--- src/rtl/wlp_ram.sv ---
// Generic single-write, single-read RAM with a registered read port.
`default_nettype none

module wlp_ram #(
    parameter int WIDTH = 32,
    parameter int DEPTH = 128
) (
    input  wire logic                     i_clk,
    input  wire logic                     i_we,
    input  wire logic [$clog2(DEPTH)-1:0] i_waddr,
    input  wire logic [WIDTH-1:0]         i_wdata,
    input  wire logic [$clog2(DEPTH)-1:0] i_raddr,
    output logic      [WIDTH-1:0]         o_rdata
);

    logic [WIDTH-1:0] r_mem [DEPTH];

    // Write and registered read
    always_ff @(posedge i_clk) begin
        if (i_we) begin
            r_mem[i_waddr] <= i_wdata;
        end
        o_rdata <= r_mem[i_raddr];
    end

endmodule

`default_nettype wire

--- config.mk ---
export PLATFORM = sky130hd
export DESIGN_NAME = wlp_ram
export DESIGN_NICKNAME = d
export VERILOG_FILES = /design/src/rtl/wlp_ram.sv
export SDC_FILE = /design/constraint.sdc
export NUM_CORES = 2
export LEC_CHECK = 0
export ABC_CLOCK_PERIOD_IN_PS = 4130
export BUFFER_PORTS_ARGS = -buffer_cell sky130_fd_sc_hd__buf_2
export CAP_MARGIN = 5
export CORE_ASPECT_RATIO = 1.5
export CORE_MARGIN = 3
export CORE_UTILIZATION = 50
export DETAILED_ROUTE_END_ITERATION = 16
export GPL_TIMING_DRIVEN = 0
export PLACE_DENSITY_LB_ADDON = 0.3
export SYNTH_ARGS = -nofsm -noshare
export SYNTH_HDL_FRONTEND = slang
export SYNTH_SLANG_ARGS = --single-unit
export TNS_END_PERCENT = 20
--- constraint.sdc ---
create_clock -name i_clk -period 4.13 [get_ports i_clk]
set_clock_uncertainty 0.15 [all_clocks]
set_input_delay 0.6195 -clock i_clk [delete_from_list [all_inputs] [get_ports i_clk]]
set_output_delay 0.6195 -clock i_clk [all_outputs]
set_load 0.01 [all_outputs]
* Yosys cells after proc, flatten, opt, wreduce, memory -nomap -nowiden
Memories as Yosys holds them, arrays and structs flattened. A register that Yosys moved wholly into a read port is not among the register bits.
Index checks and enable logic that the tools add are counted.
** Word-level totals
- Bits in latches :: 0
- Memory bits (read-only) :: 0
- Output and inout port bits :: 32
- Memory bits (writable) :: 4096
- Input bits :: 48
- Flip-flop bits (word level) :: 0
- Memories kept :: 1
** Memories
- r_mem :: depth 128, width 32, rd ports 1, clocked after memory_dff 1, wr ports 1, RTL line 16 : logic [WIDTH-1:0] r_mem [DEPTH];
** Operators by class
- Equality and inequality tests :: 0
- Muxes and demuxes :: 2
- Order comparisons :: 0
- Bitwise logic cells :: 0
- Reductions and logical operators :: 0
- Shift-type cells :: 0
- Div/mod/pow operators :: 0
- Multipliers :: 0
- Add/subtract/negate cells :: 0
** Operators by type and width (number)
- 1-bit two-way mux :: 2

* Logic depth before layout (Yosys ltp)
- Depth after elaboration :: 2
- Depth in mapped cells :: 8

* Least setup slack after synthesis
No wires, ideal clock.
- Path type :: input-to-reg
- From :: in i_we
- To :: mem r_mem[98][0] (enable)
- Stages :: 3
- Arrival :: 3.397 ns
- Path buffers :: 1
- Required time :: 3.519 ns
- Library setup time :: 0.461 ns
- Setup slack :: 0.122 ns
- Cells stage by stage :: clkbuf_1 > nand4_1 > nor3_1
** Between the ends
- Word-level cells in the longest chain between the ends :: 2
** Ends and longest elaborated chain
- start: declaration :: RTL line 9 : input wire logic i_we,
- 1-bit two-way mux :: RTL line 20 : if (i_we) begin
- 1-bit two-way mux (not written as such) :: RTL line 21 : r_mem[i_waddr] <= i_wdata;
- end: declaration :: RTL line 16
Every way passes these cells.

==> Flow_metrics.wiki <==
{| class="wikitable"
! Metric !! Value
|-
| Average wire length per cell after detail routing || 38.2 um
|-
| Arrival @ worst endpoint || 4.86 ns
|-
| Clock sinks || 4128
|-
| Die area || 0.319 mm2
|-
| Sequential fraction of the synthesis area || 79.1%
|-
| Fraction of post-synthesis cell area in the top cell type by area || 78.7%
|-
| Clock tree from TritonCTS || yes
|-
| Pin count of the biggest net entering global routing || 89
|-
| Worst Max-Slew Pin Slew || 1.31 ns
|-
| Crit path top cell by count || sky130_fd_sc_hd__mux4_2
|-
| Crit path max fanout || 10
|-
| Register share of total power || 54.2%
|-
| CP Data Required Time || 4.79 ns
|-
| Met2 routing resource usage after global routing || 43.9%
|-
| Cell row count || 250
|-
| Relative slew slack || 12.7%
|-
| Synth area leaders || sky130_fd_sc_hd__edfxtp_1 79%, sky130_fd_sc_hd__mux4_2 19%, sky130_fd_sc_hd__clkbuf_1 0.44%, sky130_fd_sc_hd__dfxtp_1 0.41%, sky130_fd_sc_hd__nor2_1 0.29%
|-
| Startpoint class of the critical path || input pin
|-
| Violated checks || setup timing
|-
| Internal power || 67.0 mW
|-
| Final setup violation count || 14
|-
| Top Usage Layer GRT || met2
|-
| Final min period || 4.20 ns
|-
| Number of DRC markers in iteration 0 || 8980
|-
| Placed Instances || 10409
|-
| Sw Pwr || 18.4 mW
|-
| Net count of the finished layout || 6673
|-
| Proportion of total power due to net switching || 21.5%
|-
| Final setup TNS || -0.527 ns
|-
| Unique cell type count in the Yosys netlist || 17
|-
| Max-slew violation count || 0
|-
| Gpl congestion || 0.991
|-
| Mean area per synthesized cell || 26.1 um2
|-
| Mean number of vias per cell || 6.38
|-
| Detailed placer's ending HPWL || 287000 um
|-
| Total gr overflow || 0
|-
| Cell breakdown of the critical path || clkbuf_1, buf_4, clkbuf_4, clkbuf_1, mux4_2, mux4_2, mux4_2, mux2_2
|-
| Clock slew at reported path FFs || 0.06 ns
|-
| Overall routed net length || 426000 um
|-
| Die width || 462 um
|-
| Final Hold Fails || 0
|-
| Share of the clock period used by the worst path || 102%
|-
| Maximum operating frequency || 238 MHz
|-
| Post-Syn Nets || 6038
|-
| Unrepaired setup endpoints after global routing || true
|-
| Area Growth Syn to Fin || 14.6%
|-
| Share of power burned in combinational logic || 5.8%
|-
| Port Buffers || 68
|-
| Critical path's top delay family || multiplexers
|-
| Class of the tightest hold or removal check || in2reg
|-
| Slowest stage cell on the critical path || sky130_fd_sc_hd__mux4_2
|-
| Critical Setup Path Class || in2reg
|-
| Power per cell area || 477 mW/mm2
|-
| Portion of total power attributed to the clock network || 40.0%
|-
| Outcome || finished with violations
|-
| Worst-Skew Late Latency || 0.95 ns
|-
| Met3 usage || 5.94%
|-
| Largest vdd supply drop || 0.000295 V
|-
| IO Count || 80
|-
| Cell taking the most area after synthesis || sky130_fd_sc_hd__edfxtp_1
|-
| Post-layout instance count excluding filler cells || 11150
|-
| H-tree depth reported by CTS || 5
|-
| Number of maximum-capacitance constraint violations || 0
|-
| Setup bufs post-CTS || 0
|-
| DIE HEIGHT || 691 um
|-
| Post-route design area || 0.179 mm2
|-
| Share of post-route cells with drive strength above 1 || 34.8%
|-
| Global routing usage on met1 || 31.1%
|-
| Count of state elements after synthesis || 4128
|-
| Clk root buf || sky130_fd_sc_hd__clkbuf_16
|-
| Core Region || 0.310 mm2
|-
| Buffer and inverter count on the worst path || 4
|-
| Number of routed nets with antenna violations || 0
|-
| Synthesis Warnings || 0
|-
| Antenna violations before repair || 77
|-
| Final routed DRC violation total || 0
|-
| DR vias || 71086
|-
| GRT Overall Usage || 26.6%
|-
| Cell Area, Placed || 0.167 mm2
|-
| Wire length of the first global-routing pass || 589000 um
|-
| Number of clock buffers inserted by TritonCTS || 364
|-
| Slowest cell delay on critical path || 0.73 ns
|-
| Number of global-route vias before repair || 72860
|-
| Largest buffer count on any clock path || 4
|-
| DRT Pass-1 Iters || 5
|-
| Netlist area before placement || 0.156 mm2
|-
| Initial Util || 50.4%
|-
| Synthesized instance count || 5990
|-
| Worst Slack Setup Final || -0.0708 ns
|-
| Leakage power || 54.5 nW
|-
| Critical Path End Type || flop
|}
-- registers in the layout, summed over array words and instances (netlist names) --
name and flops:
o_rdata 32, r_mem 4096
-- layout by cell type, fill, tap and decap left out, drive strengths merged --
| master | n |
|---|---|
| clkinv | 150 |
| dfxtp | 32 |
| dlygate4sd3 | 7 |
| nor3 | 9 |
| edfxtp | 4096 |
| buf | 392 |
| nand2 | 14 |
| inv | 14 |
| mux2 | 32 |
| mux4 | 1344 |
| bufinv | 40 |
| clkbuf | 615 |
| nand4 | 3 |
| clkdlybuf4s15 | 2 |
| nand3 | 12 |
| nand2b | 2 |
| diode | 72 |
| or3 | 1 |
| clkinvlp | 26 |
| nor2 | 122 |
| nor2b | 7 |
-- power groups by stage --
stage	Clock (mW)	Combinational, mW	Sequential (mW)
after CTS	34.5	4.95	46.3
after global placement	0	4.64	47.3
final	34.1	4.99	46.3
after detailed placement	0	4.93	47.2
after global routing	36.1	5.08	46.3
after floorplan	0	2.23	47.2
-- timing repair --
action                     in CTS  in global routing
setup endpoints to repair      32                 11
hold endpoints to repair       67                  0
resized for setup              10                  6
hold buffers                    7                  0
-- cell usage after synthesis --
master	count
sky130_fd_sc_hd__buf_1	50
sky130_fd_sc_hd__buf_2	79
sky130_fd_sc_hd__buf_4	3
sky130_fd_sc_hd__buf_6	2
sky130_fd_sc_hd__clkbuf_1	182
sky130_fd_sc_hd__dfxtp_1	32
sky130_fd_sc_hd__edfxtp_1	4096
sky130_fd_sc_hd__mux2_2	32
sky130_fd_sc_hd__mux4_2	1344
sky130_fd_sc_hd__nand2_1	14
sky130_fd_sc_hd__nand2b_1	2
sky130_fd_sc_hd__nand3_1	12
sky130_fd_sc_hd__nand4_1	3
sky130_fd_sc_hd__nor2_1	122
sky130_fd_sc_hd__nor2b_1	7
sky130_fd_sc_hd__nor3_1	9
sky130_fd_sc_hd__or3_1	1
-- metal layers --
| layer | routed length, um | part of all wire [%] |
|---|---|---|
| met3 | 35400 | 8.3 |
| met1 | 139000 | 33 |
| met4 | 35700 | 8.4 |
| met2 | 215000 | 50 |
| met5 | 402 | 0.094 |
-- area by class of cell --
cell class	count	area, um2
multi-input combinational	1546	32300
clock inverter	230	2230
sequential	4128	124000
timing repair buffer	269	4630
antenna	72	180
tap	4158	5200
fill	21235	131000
clock buffer	431	9510
buffer	316	1380
-- per-stage QoR --
step / utilization (%) / hold slack (ns) / setup slack, ns / power [mW]
5_1_grt: 57.7 / 0.0643 / -0.0781 / 87.4
6_report: 57.8 / 0.0623 / -0.0708 / 85.4
3_5_place_dp: 53.9 / 0.870 / -1.74 / 52.1
4_1_cts: 57.7 / 0.0253 / 0.00420 / 85.7
3_3_place_gp: 52.2 / 0.877 / -4.05 / 51.9
2_1_floorplan: - / 0.568 / 0.122 / 49.5
-- kinds of logic (layout without fill, tap and decap cells) --
logic type	count (synthesis)	after routing	share of synthesized area, %
mux	1376	1376	19.6
flops	4128	4128	79.1
buf+inv	316	1246	0.839
simple gates	170	170	0.446
other cells	0	72	0
-- path summary, 6_finish.rpt --
| path | start | to | slack [ns] | depth (start not counted) |
|---|---|---|---|---|
| worst max-delay path | i_raddr[2] | o_rdata[13] | -0.07 | 8 |
| worst min-delay path | i_wdata[28] | r_mem[25][28] | 0.06 | 1 |
| worst max register to register | r_mem[21][16] | o_rdata[16] | 1.20 | 4 |
| worst min register to register | r_mem[62][17] | o_rdata[17] | 1.03 | 4 |
Note: power is estimated with default switching activity, not from simulation.
